`config.mk`:
```
export PLATFORM = sky130hd
export DESIGN_NAME = dsha_ctrl
export DESIGN_NICKNAME = d
export VERILOG_FILES = /design/src/rtl/core/dsha_pkg.sv /design/src/rtl/core/dsha_ctrl.sv
export SDC_FILE = /design/constraint.sdc
export NUM_CORES = 1
export LEC_CHECK = 0
export BUFFER_PORTS_ARGS = -buffer_cell sky130_fd_sc_hd__buf_2
export CORE_AREA = 5 5 58 60
export CTS_BUF_LIST = sky130_fd_sc_hd__clkbuf_8
export CTS_CLUSTER_SIZE = 16
export DETAILED_ROUTE_END_ITERATION = 6
export DIE_AREA = 0 0 63 65
export GPL_TIMING_DRIVEN = 1
export MAX_ROUTING_LAYER = met4
export PLACE_DENSITY = 0.77
export SLEW_MARGIN = 15
export SYNTH_ARGS = -nofsm -noshare
export SYNTH_HDL_FRONTEND = slang
export SYNTH_SLANG_ARGS = --single-unit
```
`constraint.sdc`:
```
create_clock -name clock -period 2.7 [get_ports clock]
set_input_delay 0.27 -clock clock [delete_from_list [all_inputs] [get_ports clock]]
set_output_delay 0.27 -clock clock [all_outputs]
set_load 0.1 [all_outputs]
```
`src/rtl/core/dsha_pkg.sv`:
```
// ----------------------------------------------------------------------------
// dsha_pkg
// Shared types and constants for the double SHA-256 core: round constants,
// initial hash value, request codes and the controller/datapath command bus.
// ----------------------------------------------------------------------------
`default_nettype none

package dsha_pkg;

   // request kinds carried in req_tuser[1:0]
   localparam logic [1:0] REQ_ABSORB        = 2'd0;
   localparam logic [1:0] REQ_ABSORB_FINISH = 2'd1;
   localparam logic [1:0] REQ_FINISH        = 2'd2;
   localparam logic [1:0] REQ_RESERVED      = 2'd3;

   // last fill level that still leaves room for the length in the same block
   localparam logic [5:0] FILL_LEN_MAX = 6'd55;
   localparam logic [5:0] FILL_LAST    = 6'd63;

   localparam logic [31:0] IV_TABLE [8] = '{
      32'h6a09e667, 32'hbb67ae85, 32'h3c6ef372, 32'ha54ff53a,
      32'h510e527f, 32'h9b05688c, 32'h1f83d9ab, 32'h5be0cd19
   };

   localparam logic [31:0] K_TABLE [64] = '{
      32'h428a2f98, 32'h71374491, 32'hb5c0fbcf, 32'he9b5dba5,
      32'h3956c25b, 32'h59f111f1, 32'h923f82a4, 32'hab1c5ed5,
      32'hd807aa98, 32'h12835b01, 32'h243185be, 32'h550c7dc3,
      32'h72be5d74, 32'h80deb1fe, 32'h9bdc06a7, 32'hc19bf174,
      32'he49b69c1, 32'hefbe4786, 32'h0fc19dc6, 32'h240ca1cc,
      32'h2de92c6f, 32'h4a7484aa, 32'h5cb0a9dc, 32'h76f988da,
      32'h983e5152, 32'ha831c66d, 32'hb00327c8, 32'hbf597fc7,
      32'hc6e00bf3, 32'hd5a79147, 32'h06ca6351, 32'h14292967,
      32'h27b70a85, 32'h2e1b2138, 32'h4d2c6dfc, 32'h53380d13,
      32'h650a7354, 32'h766a0abb, 32'h81c2c92e, 32'h92722c85,
      32'ha2bfe8a1, 32'ha81a664b, 32'hc24b8b70, 32'hc76c51a3,
      32'hd192e819, 32'hd6990624, 32'hf40e3585, 32'h106aa070,
      32'h19a4c116, 32'h1e376c08, 32'h2748774c, 32'h34b0bcb5,
      32'h391c0cb3, 32'h4ed8aa4a, 32'h5b9cca4f, 32'h682e6ff3,
      32'h748f82ee, 32'h78a5636f, 32'h84c87814, 32'h8cc70208,
      32'h90befffa, 32'ha4506ceb, 32'hbef9a3f7, 32'hc67178f2
   };

   // where the 16 message words of a compression come from
   typedef enum logic [1:0] {
      SRC_BUF  = 2'd0,   // block buffer as is
      SRC_PAD1 = 2'd1,   // buffer padded, length if it fits
      SRC_PAD2 = 2'd2,   // extra block: zeros and length
      SRC_DIG  = 2'd3    // first digest padded for the second hash
   } src_type;

   typedef enum logic [1:0] {
      INIT_CHAIN = 2'd0,
      INIT_TMP   = 2'd1,
      INIT_IV    = 2'd2
   } init_type;

   typedef enum logic {
      DEST_CHAIN = 1'b0,
      DEST_TMP   = 1'b1
   } dest_type;

   typedef enum logic {
      COPY_TO_RUN  = 1'b0,
      COPY_TO_BASE = 1'b1
   } copy_dir_type;

   typedef struct packed {
      logic         load_iv;
      logic         copy_start;
      copy_dir_type copy_dir;
      logic         absorb;
      logic [7:0]   data;
      logic         comp_start;
      src_type      comp_src;
      init_type     comp_init;
      dest_type     comp_dest;
      logic         out_load;
   } cmd_type;

   typedef struct packed {
      logic       busy;
      logic [5:0] fill;
   } sts_type;

endpackage

`default_nettype wire

```
`src/rtl/core/dsha_ctrl.sv`:
```
// ----------------------------------------------------------------------------
// dsha_ctrl
// Controller: accepts request beats, sequences context load, absorb, block
// compression, base save and finish compressions, and owns the result valid.
// ----------------------------------------------------------------------------
`default_nettype none

module dsha_ctrl (
   input  wire                  clock,
   input  wire                  reset,
   input  wire                  req_tvalid,
   output logic                 req_tready,
   input  wire  [7:0]           req_tdata,
   input  wire  [3:0]           req_tuser,
   output logic                 rsp_tvalid,
   input  wire                  rsp_tready,
   input  dsha_pkg::sts_type    sts,
   output dsha_pkg::cmd_type    cmd
);

   typedef enum logic [11:0] {
      S_IDLE  = 12'b0000_0000_0001,
      S_START = 12'b0000_0000_0010,
      S_LWAIT = 12'b0000_0000_0100,
      S_ABS   = 12'b0000_0000_1000,
      S_CWAIT = 12'b0000_0001_0000,
      S_SAVE  = 12'b0000_0010_0000,
      S_SWAIT = 12'b0000_0100_0000,
      S_FIN   = 12'b0000_1000_0000,
      S_F1W   = 12'b0001_0000_0000,
      S_F2W   = 12'b0010_0000_0000,
      S_F3W   = 12'b0100_0000_0000,
      S_OUT   = 12'b1000_0000_0000
   } state_type;

   state_type   state_ff, state_in;
   logic        in_msg_ff, in_msg_in;
   logic        rsp_valid_ff, rsp_valid_in;
   logic [1:0]  typ_ff;
   logic        save_ff;
   logic        from_base_ff;
   logic [7:0]  data_ff;
   logic        accept;

   assign req_tready = (state_ff == S_IDLE);
   assign accept     = req_tvalid & req_tready;
   assign rsp_tvalid = rsp_valid_ff;

   // next state and commands
   always_comb begin
      state_in  = state_ff;
      in_msg_in = in_msg_ff;
      cmd       = '0;
      cmd.data  = data_ff;
      case (state_ff)
         S_IDLE: begin
            if (accept && req_tuser[1:0] != dsha_pkg::REQ_RESERVED) state_in = S_START;
         end
         S_START: begin
            in_msg_in = 1'b1;
            if (in_msg_ff) begin
               state_in = S_ABS;
            end else if (from_base_ff) begin
               cmd.copy_start = 1'b1;
               cmd.copy_dir   = dsha_pkg::COPY_TO_RUN;
               state_in       = S_LWAIT;
            end else begin
               cmd.load_iv = 1'b1;
               state_in    = S_ABS;
            end
         end
         S_LWAIT: begin
            if (!sts.busy) state_in = S_ABS;
         end
         S_ABS: begin
            if (typ_ff != dsha_pkg::REQ_FINISH) begin
               cmd.absorb = 1'b1;
               if (sts.fill == dsha_pkg::FILL_LAST) begin
                  // block full: compress it into the chaining words
                  cmd.comp_start = 1'b1;
                  cmd.comp_src   = dsha_pkg::SRC_BUF;
                  cmd.comp_init  = dsha_pkg::INIT_CHAIN;
                  cmd.comp_dest  = dsha_pkg::DEST_CHAIN;
                  state_in       = S_CWAIT;
               end else begin
                  state_in = S_SAVE;
               end
            end else begin
               state_in = S_SAVE;
            end
         end
         S_CWAIT: begin
            if (!sts.busy) state_in = S_SAVE;
         end
         S_SAVE: begin
            if (save_ff) begin
               cmd.copy_start = 1'b1;
               cmd.copy_dir   = dsha_pkg::COPY_TO_BASE;
               state_in       = S_SWAIT;
            end else begin
               state_in = S_FIN;
            end
         end
         S_SWAIT: begin
            if (!sts.busy) state_in = S_FIN;
         end
         S_FIN: begin
            if (typ_ff == dsha_pkg::REQ_ABSORB) begin
               state_in = S_IDLE;
            end else begin
               in_msg_in      = 1'b0;
               cmd.comp_start = 1'b1;
               cmd.comp_src   = dsha_pkg::SRC_PAD1;
               cmd.comp_init  = dsha_pkg::INIT_CHAIN;
               cmd.comp_dest  = dsha_pkg::DEST_TMP;
               state_in       = S_F1W;
            end
         end
         S_F1W: begin
            if (!sts.busy) begin
               cmd.comp_start = 1'b1;
               cmd.comp_dest  = dsha_pkg::DEST_TMP;
               if (sts.fill > dsha_pkg::FILL_LEN_MAX) begin
                  cmd.comp_src  = dsha_pkg::SRC_PAD2;
                  cmd.comp_init = dsha_pkg::INIT_TMP;
                  state_in      = S_F2W;
               end else begin
                  cmd.comp_src  = dsha_pkg::SRC_DIG;
                  cmd.comp_init = dsha_pkg::INIT_IV;
                  state_in      = S_F3W;
               end
            end
         end
         S_F2W: begin
            if (!sts.busy) begin
               cmd.comp_start = 1'b1;
               cmd.comp_src   = dsha_pkg::SRC_DIG;
               cmd.comp_init  = dsha_pkg::INIT_IV;
               cmd.comp_dest  = dsha_pkg::DEST_TMP;
               state_in       = S_F3W;
            end
         end
         S_F3W: begin
            if (!sts.busy) state_in = S_OUT;
         end
         S_OUT: begin
            if (!rsp_valid_ff || rsp_tready) begin
               cmd.out_load = 1'b1;
               state_in     = S_IDLE;
            end
         end
         default: state_in = S_IDLE;
      endcase
   end

   // result valid: set on load, cleared when the beat is taken
   always_comb begin
      rsp_valid_in = rsp_valid_ff;
      if (rsp_valid_ff && rsp_tready) rsp_valid_in = 1'b0;
      if (cmd.out_load) rsp_valid_in = 1'b1;
   end

   always_ff @(posedge clock) begin
      if (reset) begin
         state_ff     <= S_IDLE;
         in_msg_ff    <= 1'b0;
         rsp_valid_ff <= 1'b0;
      end else begin
         state_ff     <= state_in;
         in_msg_ff    <= in_msg_in;
         rsp_valid_ff <= rsp_valid_in;
      end
   end

   // request beat fields
   always_ff @(posedge clock) begin
      if (accept) begin
         data_ff      <= req_tdata;
         typ_ff       <= req_tuser[1:0];
         save_ff      <= req_tuser[2];
         from_base_ff <= req_tuser[3];
      end
   end

endmodule

`default_nettype wire

```
==> impl_metrics.env, run 1 <==
export IMPL_antenna_found_initial=0
export IMPL_wirelength_um=3350
export IMPL_n_antenna_cell=0
export IMPL_htreeDepth=1
export IMPL_crit_arrival_ps=2320
export IMPL_cts_sinks=26
export IMPL_power_density_nw_per_um2=817
export IMPL_critPathCaptureType="primary output"
export IMPL_synth_top_area_share=0.252
export IMPL_grt_pass1_wl_um=5350
export IMPL_total_leakage_power_nw=0.747
export IMPL_coreArea_um2=2880
export IMPL_cts_buffers=3
export IMPL_ios=44
export IMPL_maxSlewHeadroom=0.501
export IMPL_cts_tree="done"
export IMPL_tightestPinTransition_ps=740
export IMPL_layout_drive_gt1_share=0.341
export IMPL_synth_area_top_cells="edfxtp_1 (25%), dfxtp_1 (20%), buf_6 (3.9%), nor2_1 (3.1%), o2bb2ai_1 (3.1%)"
export IMPL_final_hold_viol_count=0
export IMPL_netlist_area_um2=1430
export IMPL_postRouteAntennaNets=0
export IMPL_clk_pin_slew_ps=90
export IMPL_grt_total_usage=0.167
export IMPL_final_cell_area_um2=1730
export IMPL_synthesis_nets=166
export IMPL_via_count=1250
export IMPL_ys_top_cells_by_count="dfxtp_1 (14), edfxtp_1 (12), nor2_1 (12), inv_1 (9), o21ai_0 (8)"
export IMPL_yosysUniqueCellTypes=47
export IMPL_synth_edf_count=12
export IMPL_slowest_delay_ps=480
export IMPL_overflow=0
export IMPL_drv_slew=0
export IMPL_fin_util=0.600
export IMPL_hold_path_class="input port to register"
export IMPL_io_buffers=43
export IMPL_ys_flop_type="dfxtp_1"
export IMPL_hpwl_um=2450
export IMPL_skew_ps=6.01
export IMPL_grt_pass1_vias=1188
export IMPL_yosysSeqAreaShare=0.447
export IMPL_die_width_um=63
export IMPL_min_period_ps=2590
export IMPL_netlist_instances=143
export IMPL_syn_area_per_cell_um2=10.0
export IMPL_place_gp_congestion=0.891
export IMPL_synth_most_common_cell="dfxtp_1"
export IMPL_slowest_stage="nor4_4"
export IMPL_max_vdd_ir_drop_uv=655
export IMPL_syn_to_final_growth_pct=20.5
export IMPL_yosysWarnings=0
export IMPL_fin_cells=215
export IMPL_routedWlPerCell_um=15.6
export IMPL_firstDrtPassIters=4
export IMPL_worstSkewPairLatency_ps=270
export IMPL_fin_nets=206
export IMPL_max_freq_ghz=0.386
export IMPL_cts_buffer_depth=2
export IMPL_fin_crit_sh=0.959
export IMPL_clock_root_buffer="clkbuf_8"
export IMPL_rows=20
export IMPL_required_ps=2430
export IMPL_design_die_area_um2=4100
export IMPL_ys_async_sr_fraction=0
export IMPL_grt_max_degree=16
export IMPL_cap_violations=0
export IMPL_dieHeight_um=65
export IMPL_drt_iter0_markers=95
export IMPL_crit_fanout=10
export IMPL_post_dp_cell_area_um2=1600
export IMPL_synth_seq_cells=26
export IMPL_critPathKind="register to primary output"
export IMPL_cp_start_kind="register"
export IMPL_viasPerCell=5.81
export IMPL_start_util=0.498
export IMPL_status="finished clean"
export IMPL_yosys_area_top_type="edfxtp_1"
export IMPL_crit_chain="nor4_4, and2_2, and4b_1, nor3b_2, buf_2"
export IMPL_setup_viol=0
export IMPL_drc_errors=0
export IMPL_dp_cells=208
==> path summary, 6_finish.rpt <==
check | start | end | slack [ps] | cells past startpoint
setup / recovery | state_ff[6] | cmd[18] | 110 | 5
hold / removal | req_tdata[6] | data_ff[6] | 170 | 1
setup reg to reg | state_ff[6] | typ_ff[0] | 440 | 4
hold reg to reg | rsp_tvalid | rsp_tvalid | 510 | 2
==> stage by stage <==
step	power, mW	worst slack, ps	setup TNS (ps)	hold WS (ps)
2_1_floorplan	1.02	-105	-1010	369
6_report	1.41	109	0	167
3_3_place_gp	1.09	394	0	446
3_5_place_dp	1.10	299	0	448
4_1_cts	1.42	19.4	0	159
5_1_grt	1.48	-6.49	-6.49	153
==> what timing repair did <==
item	in CTS	in global routing
buffers inserted	0	3
pin swaps	0	1
resized for setup	3	5
hold endpoints to repair	0	0
setup endpoints to repair	4	9
hold buffers	0	0
==> metal layers <==
metal,part of all wire,track usage,wire (um),up-vias
li1,-,-,-,596
met4,0.014,0.0610,48,0
met1,0.40,0.185,1340,582
met3,0.079,0.0381,266,6
met5,0,-,0,-
met2,0.51,0.291,1690,66
==> area by class of cell <==
type                       count  area [um2]
clock inverter                 1        30.0
timing repair buffer          46         253
inverter                       9        33.8
sequential                    26         641
tap                           33        41.3
fill                         240        1150
clock buffer                   3        41.3
multi-input combinational     97         687
==> registers in the layout (all words and copies together), names as in the netlist <==
name / count
rsp_tvalid: 1
typ_ff: 2
in_msg_ff: 1
from_base_ff: 1
save_ff: 1
state_ff: 12
data_ff: 8
==> worst max-delay path: cells and delay by family (launching register included) <==
family / cells / cell delay, ps
buffers and inverters: 1 / 440
DFF: 1 / 440
and+or+nand+nor: 4 / 1150
==> cells by family (layout without fill, tap and decap cells) <==
kind of cell,Yosys count,count (layout),share of synthesized area
AO/OA/AOI/OAI,31,31,0.157
AND/OR/NAND/NOR,62,62,0.283
buffers and inverters,20,59,0.0882
flip-flops,26,26,0.447
XOR/XNOR,4,4,0.0245
==> where the power goes <==
group	switching, mW	internal, mW
combinational	0.425	0.133
clock	0.120	0.198
sequential	0.0534	0.481
==> layout by cell type (no fill, tap or decap), types with 2 or more instances in the layout <==
master     instances
buf_4              5
o2bb2ai_1          5
a21bo_2            2
nor2b_1            3
o21ai_0            8
and2_1             2
xor2_1             3
dfxtp_1           14
nand3_1            4
a21oi_1            5
o211ai_1           2
nor4b_1            3
nor2_1            12
buf_2             37
and3_1             2
clkbuf_8           3
nand2b_1           4
nor3_1             3
inv_1              9
and4b_1            2
edfxtp_1          12
nand2_1            7
nand4_1            4
nor4_4             3
clkbuf_4           4
(Power assumes the default switching activity.)
==> inputs of run 2 (changes only) <==
--- a/config.mk
+++ b/config.mk
@@ -6,14 +6,14 @@
 export NUM_CORES = 1
 export LEC_CHECK = 0
 export BUFFER_PORTS_ARGS = -buffer_cell sky130_fd_sc_hd__buf_2
-export CORE_AREA = 5 5 58 60
+export CORE_AREA = 5 5 63 65
 export CTS_BUF_LIST = sky130_fd_sc_hd__clkbuf_8
 export CTS_CLUSTER_SIZE = 16
 export DETAILED_ROUTE_END_ITERATION = 6
-export DIE_AREA = 0 0 63 65
+export DIE_AREA = 0 0 68 70
 export GPL_TIMING_DRIVEN = 1
 export MAX_ROUTING_LAYER = met4
-export PLACE_DENSITY = 0.77
+export PLACE_DENSITY = 0.65
 export SLEW_MARGIN = 15
 export SYNTH_ARGS = -nofsm -noshare
 export SYNTH_HDL_FRONTEND = slang
==> run 2 against run 1 <==
- sequential power hardly changed
- first-iteration DRC count is 41% lower
- non-clock buffer count is 2 lower
- largest power group unchanged
- clock skew is 2.3 ps lower
- core utilization is 7.4 points lower
- critical endpoint unchanged
- flip-flop and latch count stayed put
- critical path type unchanged
==> impl_metrics.env, run 2 (synthesis gave the netlist of run 1 again) <==
export IMPL_drv_slew=0
export IMPL_final_cell_area_um2=1730
export IMPL_wl_met1_um=1470
export IMPL_reg2reg_depth=4
export IMPL_cts_tree="done"
export IMPL_htreeDepth=1
export IMPL_dieHeight_um=70
export IMPL_power_density_nw_per_um2=828
export IMPL_antenna_found_initial=0
export IMPL_hpwl_um=2610
export IMPL_cts_sinks=26
export IMPL_grt_max_degree=16
export IMPL_cts_buffers=3
export IMPL_min_period_ps=2540
export IMPL_slowest_stage="nor4_4"
export IMPL_highest_layer="met4"
export IMPL_required_ps=2430
export IMPL_worstSkewPairLatency_ps=280
export IMPL_max_vdd_ir_drop_uv=529
export IMPL_final_hold_viol_count=0
export IMPL_io_buffers=43
export IMPL_hold_depth=1
export IMPL_fin_nets=204
export IMPL_status="finished clean"
export IMPL_n_antenna_cell=0
export IMPL_crit_fanout=8
export IMPL_wirelength_um=3450
export IMPL_setup_viol=0
export IMPL_max_freq_ghz=0.394
export IMPL_wl_met3_um=194
export IMPL_postRouteAntennaNets=0
export IMPL_intPower_mw=0.813
export IMPL_fin_crit_sh=0.941
export IMPL_postCtsHoldBufs=0
export IMPL_drt_iter0_markers=56
export IMPL_grt_total_usage=0.160
export IMPL_power_frac_comb=0.397
export IMPL_seqPwrFrac=0.375
export IMPL_rows=21
export IMPL_cts_buffer_depth=2
export IMPL_final_cell_mix="buf_2 (37), dfxtp_1 (14), nor2_1 (12), edfxtp_1 (12), inv_1 (9)"
export IMPL_power_net_switching_mw=0.618
export IMPL_drc_errors=0
export IMPL_coreArea_um2=3280
export IMPL_place_gp_congestion=0.896
export IMPL_maxSlewHeadroom=0.477
export IMPL_grt_pass1_vias=1196
export IMPL_design_die_area_um2=4760
export IMPL_crit_chain="nor4_4, and2_2, and4b_1, nor3b_2, buf_2"
export IMPL_dr_wl_met2_um=1720
export IMPL_critPathKind="register to primary output"
export IMPL_ios=44
export IMPL_total_leakage_power_nw=0.737
export IMPL_cts_repair_resized=0
export IMPL_critPathCaptureType="primary output"
export IMPL_crit_arrival_ps=2270
export IMPL_syn_to_final_growth_pct=20.6
export IMPL_clock_root_buffer="clkbuf_8"
export IMPL_start_util=0.436
export IMPL_overflow=0
export IMPL_skew_ps=3.75
export IMPL_p_clk_frac=0.228
export IMPL_viasPerCell=5.36
export IMPL_routedWlPerCell_um=15.3
export IMPL_layout_drive_gt1_share=0.333
export IMPL_regMostFlops="state_ff"
export IMPL_cap_violations=0
export IMPL_rsz0062_at_grt="false"
export IMPL_place_ws_ps=333
export IMPL_tightestPinTransition_ps=777
export IMPL_hold_path_class="input port to register"
export IMPL_largest_registers="state_ff x12, data_ff x8, typ_ff x2"
export IMPL_clk_pin_slew_ps=90
export IMPL_cts_setup_buffers=0
export IMPL_grt_pass1_wl_um=5690
export IMPL_fin_util=0.526
export IMPL_firstDrtPassIters=4
export IMPL_post_dp_cell_area_um2=1630
export IMPL_largest_reg_flops=12
export IMPL_setup_ws_ps=160
export IMPL_slowest_delay_ps=460
export IMPL_via_count=1212
export IMPL_final_common_cell="buf_2"
export IMPL_die_width_um=68
export IMPL_cp_start_kind="register"
export IMPL_swShare=0.432
## run 2: stage by stage
stage / hold slack, ps / TNS, ps / instances / total power, mW
4_1_cts: 158 / 0 / 226 / 1.44
6_report: 165 / 0 / 226 / 1.43
3_5_place_dp: 448 / 0 / 222 / 1.11
2_1_floorplan: 369 / -1010 / 143 / 1.02
5_1_grt: 149 / 0 / 226 / 1.50
3_3_place_gp: 446 / 0 / 222 / 1.10
## run 2: worst paths after layout
kind,startpoint,to,slack [ps]
worst min-delay path,req_tdata[1],data_ff[1],160
worst max register to register,state_ff[8],save_ff,470
worst min register to register,rsp_tvalid,rsp_tvalid,520
worst max-delay path,state_ff[8],cmd[18],160
## run 2: metal layers
| layer | vias up | global-route usage |
|---|---|---|
| li1 | 591 | - |
| met1 | 572 | 0.197 |
| met2 | 42 | 0.256 |
| met3 | 7 | 0.0272 |
| met4 | 0 | 0.0618 |
| met5 | - | - |
## run 2: final cells by class
cell class / instances / area, um2
flip-flops and latches: 26 / 641
multi-input cells: 97 / 687
clock inverters: 1 / 30.0
well taps: 46 / 57.6
repair buffers: 44 / 238
clock buffers: 3 / 41.3
inverters: 9 / 33.8
fillers: 309 / 1560
## run 2: power by group through the flow
| stage | Clock (mW) | Combinational, mW | Sequential (mW) |
|---|---|---|---|
| floorplan | 0 | 0.335 | 0.686 |
| global placement | 0 | 0.556 | 0.540 |
| detailed placement | 0 | 0.564 | 0.544 |
| CTS | 0.333 | 0.570 | 0.535 |
| global route | 0.349 | 0.604 | 0.544 |
| finish | 0.327 | 0.568 | 0.536 |
## run 2: worst max-delay path: cells and delay by family, from the launching register on
family	cells	cell delay, ps
DFF	1	400
and+or+nand+nor	4	1140
buffers and inverters	1	440
==> inputs of run 3 (changes only) <==
--- a/config.mk
+++ b/config.mk
@@ -13,7 +13,7 @@
 export DIE_AREA = 0 0 68 70
 export GPL_TIMING_DRIVEN = 1
 export MAX_ROUTING_LAYER = met4
-export PLACE_DENSITY = 0.65
+export PLACE_DENSITY = 0.69
 export SLEW_MARGIN = 15
 export SYNTH_ARGS = -nofsm -noshare
 export SYNTH_HDL_FRONTEND = slang
==> constraint.sdc (replaced) <==
create_clock -name clock -period 2.7 [get_ports clock]
set_input_delay 0.405 -clock clock [delete_from_list [all_inputs] [get_ports clock]]
set_output_delay 0.405 -clock clock [all_outputs]
set_load 0.1 [all_outputs]
==> run 3 against run 2 <==
- count of clock-buffer cells in the layout did not move
- final area rose by 2.7%
- first-iteration DRC count up 18%
- largest cell class unchanged
- highest routed layer unchanged
==> impl_metrics.env, run 3 (synthesis gave the netlist of run 1 again) <==
export IMPL_status="finished clean"
export IMPL_regMostFlops="state_ff"
export IMPL_syn_to_final_growth_pct=23.8
export IMPL_crit_fanout=9
export IMPL_dieHeight_um=70
export IMPL_cts_tree="done"
export IMPL_min_to="data_ff[1]"
export IMPL_tightestPinTransition_ps=595
export IMPL_overflow=0
export IMPL_crit_arrival_ps=2140
export IMPL_coreArea_um2=3280
export IMPL_cts_setup_buffers=0
export IMPL_wirelength_um=3470
export IMPL_cts_buffers=3
export IMPL_routedWlPerCell_um=15.2
export IMPL_grt_max_degree=16
export IMPL_fin_nets=206
export IMPL_power_density_nw_per_um2=806
export IMPL_fin_crit_sh=0.941
export IMPL_required_ps=2300
export IMPL_ios=44
export IMPL_critPathTopFamily="simple AND/OR/NAND/NOR gates"
export IMPL_drt_iter0_markers=66
export IMPL_final_hold_viol_count=0
export IMPL_final_cell_mix="buf_2 (34), dfxtp_1 (14), nor2_1 (12), edfxtp_1 (12), inv_1 (9)"
export IMPL_layout_drive_gt1_share=0.335
export IMPL_reg2reg_slack_ps=550
export IMPL_grt_pass1_wl_um=5690
export IMPL_critPathCaptureType="primary output"
export IMPL_seqPwrFrac=0.376
export IMPL_grt_total_usage=0.157
export IMPL_htreeDepth=1
export IMPL_via_count=1237
export IMPL_cts_sinks=26
export IMPL_final_common_cell="buf_2"
export IMPL_total_leakage_power_nw=0.746
export IMPL_start_util=0.436
export IMPL_postRouteAntennaNets=0
export IMPL_skew_ps=3.24
export IMPL_min_period_ps=2540
export IMPL_n_antenna_cell=0
export IMPL_largest_reg_flops=12
export IMPL_rows=21
export IMPL_hold_path_class="input port to register"
export IMPL_clk_pin_slew_ps=90
export IMPL_multi_input_area_um2=673
export IMPL_cp_buffers_inverters=2
export IMPL_crit_reg2reg_launch="state_ff[4]"
export IMPL_p_clk_frac=0.223
export IMPL_hold_slack_ps=305
export IMPL_cp_start_kind="register"
export IMPL_clock_root_buffer="clkbuf_8"
export IMPL_swShare=0.427
export IMPL_antenna_found_initial=0
export IMPL_viasPerCell=5.43
export IMPL_crit_path_start="state_ff[0]"
export IMPL_hpwl_um=2690
export IMPL_reg2reg_depth=4
export IMPL_drc_errors=0
export IMPL_cap_violations=0
export IMPL_timing_rr_end="save_ff"
export IMPL_worstSkewPairLatency_ps=270
export IMPL_die_width_um=68
export IMPL_setup_viol=0
export IMPL_total_power_mw=1.43
export IMPL_io_buffers=43
export IMPL_firstDrtPassIters=4
export IMPL_max_vdd_ir_drop_uv=562
export IMPL_power_frac_comb=0.401
export IMPL_place_gp_congestion=1.01
export IMPL_maxSlewHeadroom=0.599
export IMPL_register_area_um2=641
export IMPL_largest_registers="state_ff x12, data_ff x8, typ_ff x2"
export IMPL_slowest_stage="nor4_4"
export IMPL_hold_depth=1
export IMPL_cts_buffer_depth=2
export IMPL_critPathKind="register to primary output"
export IMPL_postCtsHoldBufs=0
export IMPL_grt_pass1_vias=1302
export IMPL_max_freq_ghz=0.393
export IMPL_min_from="req_tdata[1]"
export IMPL_rsz0062_at_grt="false"
export IMPL_drv_slew=0
export IMPL_power_net_switching_mw=0.611
export IMPL_fillers=302
export IMPL_design_die_area_um2=4760
export IMPL_intPower_mw=0.819
export IMPL_slowest_delay_ps=430
export IMPL_crit_chain="nor4_4, nand3b_2, nor3_1, a21bo_2, inv_1, clkbuf_4"
-- run 3: cell count changes in the layout (fill, tap and decap cells not counted) --
| cell | before | now |
|---|---|---|
| nor3_1 | 3 | 4 |
| nor4_2 | 0 | 1 |
| clkbuf_4 | 6 | 5 |
| buf_4 | 1 | 4 |
| nor3_2 | 1 | 0 |
| buf_12 | 0 | 3 |
| nor4_4 | 3 | 2 |
| buf_2 | 37 | 34 |
-- run 3: routing by layer --
| metal | wire, um | global-route usage | vias up |
|---|---|---|---|
| li1 | - | - | 598 |
| met1 | 1490 | 0.181 | 576 |
| met3 | 252 | 0.0256 | 7 |
| met4 | 57 | 0.0728 | 0 |
| met2 | 1670 | 0.261 | 56 |
| met5 | 0 | - | - |
-- run 3: area by class of cell --
class | count | area share
Multi-Input combinational cell | 97 | 0.379
Clock inverter | 1 | 0.0169
Inverter | 9 | 0.0190
Timing Repair Buffer | 46 | 0.168
Clock buffer | 3 | 0.0233
Sequential cell | 26 | 0.361
Tap cell | 46 | 0.0324
-- run 3: per-stage QoR --
stage          setup TNS (ps)  instances  utilization  setup slack, ps  instance area, um2
4_1_cts                     0        228        0.536             38.6                1760
2_1_floorplan           -1150        143            -             -240                1440
6_report                    0        228        0.540              159                1770
5_1_grt                     0        228        0.540             1.48                1770
3_3_place_gp                0        224        0.514              391                1690
3_5_place_dp                0        224        0.514              356                1690
-- run 3: how the worst max path moves through the flow --
stage / cells past startpoint / endpoint / slack (ps)
after detailed placement: 6 / cmd[1] / 360
after global routing: 6 / cmd[16] / 1
final: 6 / cmd[5] / 160
after global placement: 6 / cmd[1] / 390
after CTS: 6 / cmd[1] / 40
after floorplan: 5 / cmd[18] / -240
-- run 3: power groups by stage --
stage / sequential [mW] / combinational (mW) / clock (mW)
2_1_floorplan: 0.686 / 0.335 / 0
3_3_place_gp: 0.536 / 0.565 / 0
3_5_place_dp: 0.543 / 0.574 / 0
4_1_cts: 0.536 / 0.577 / 0.329
5_1_grt: 0.543 / 0.607 / 0.348
6_report: 0.537 / 0.574 / 0.319
-- run 3: timing repair --
action / 4_1_cts / 5_1_grt
setup endpoints to repair: 0 / 6
hold endpoints to repair: 0 / 0
resized for setup: 0 / 7
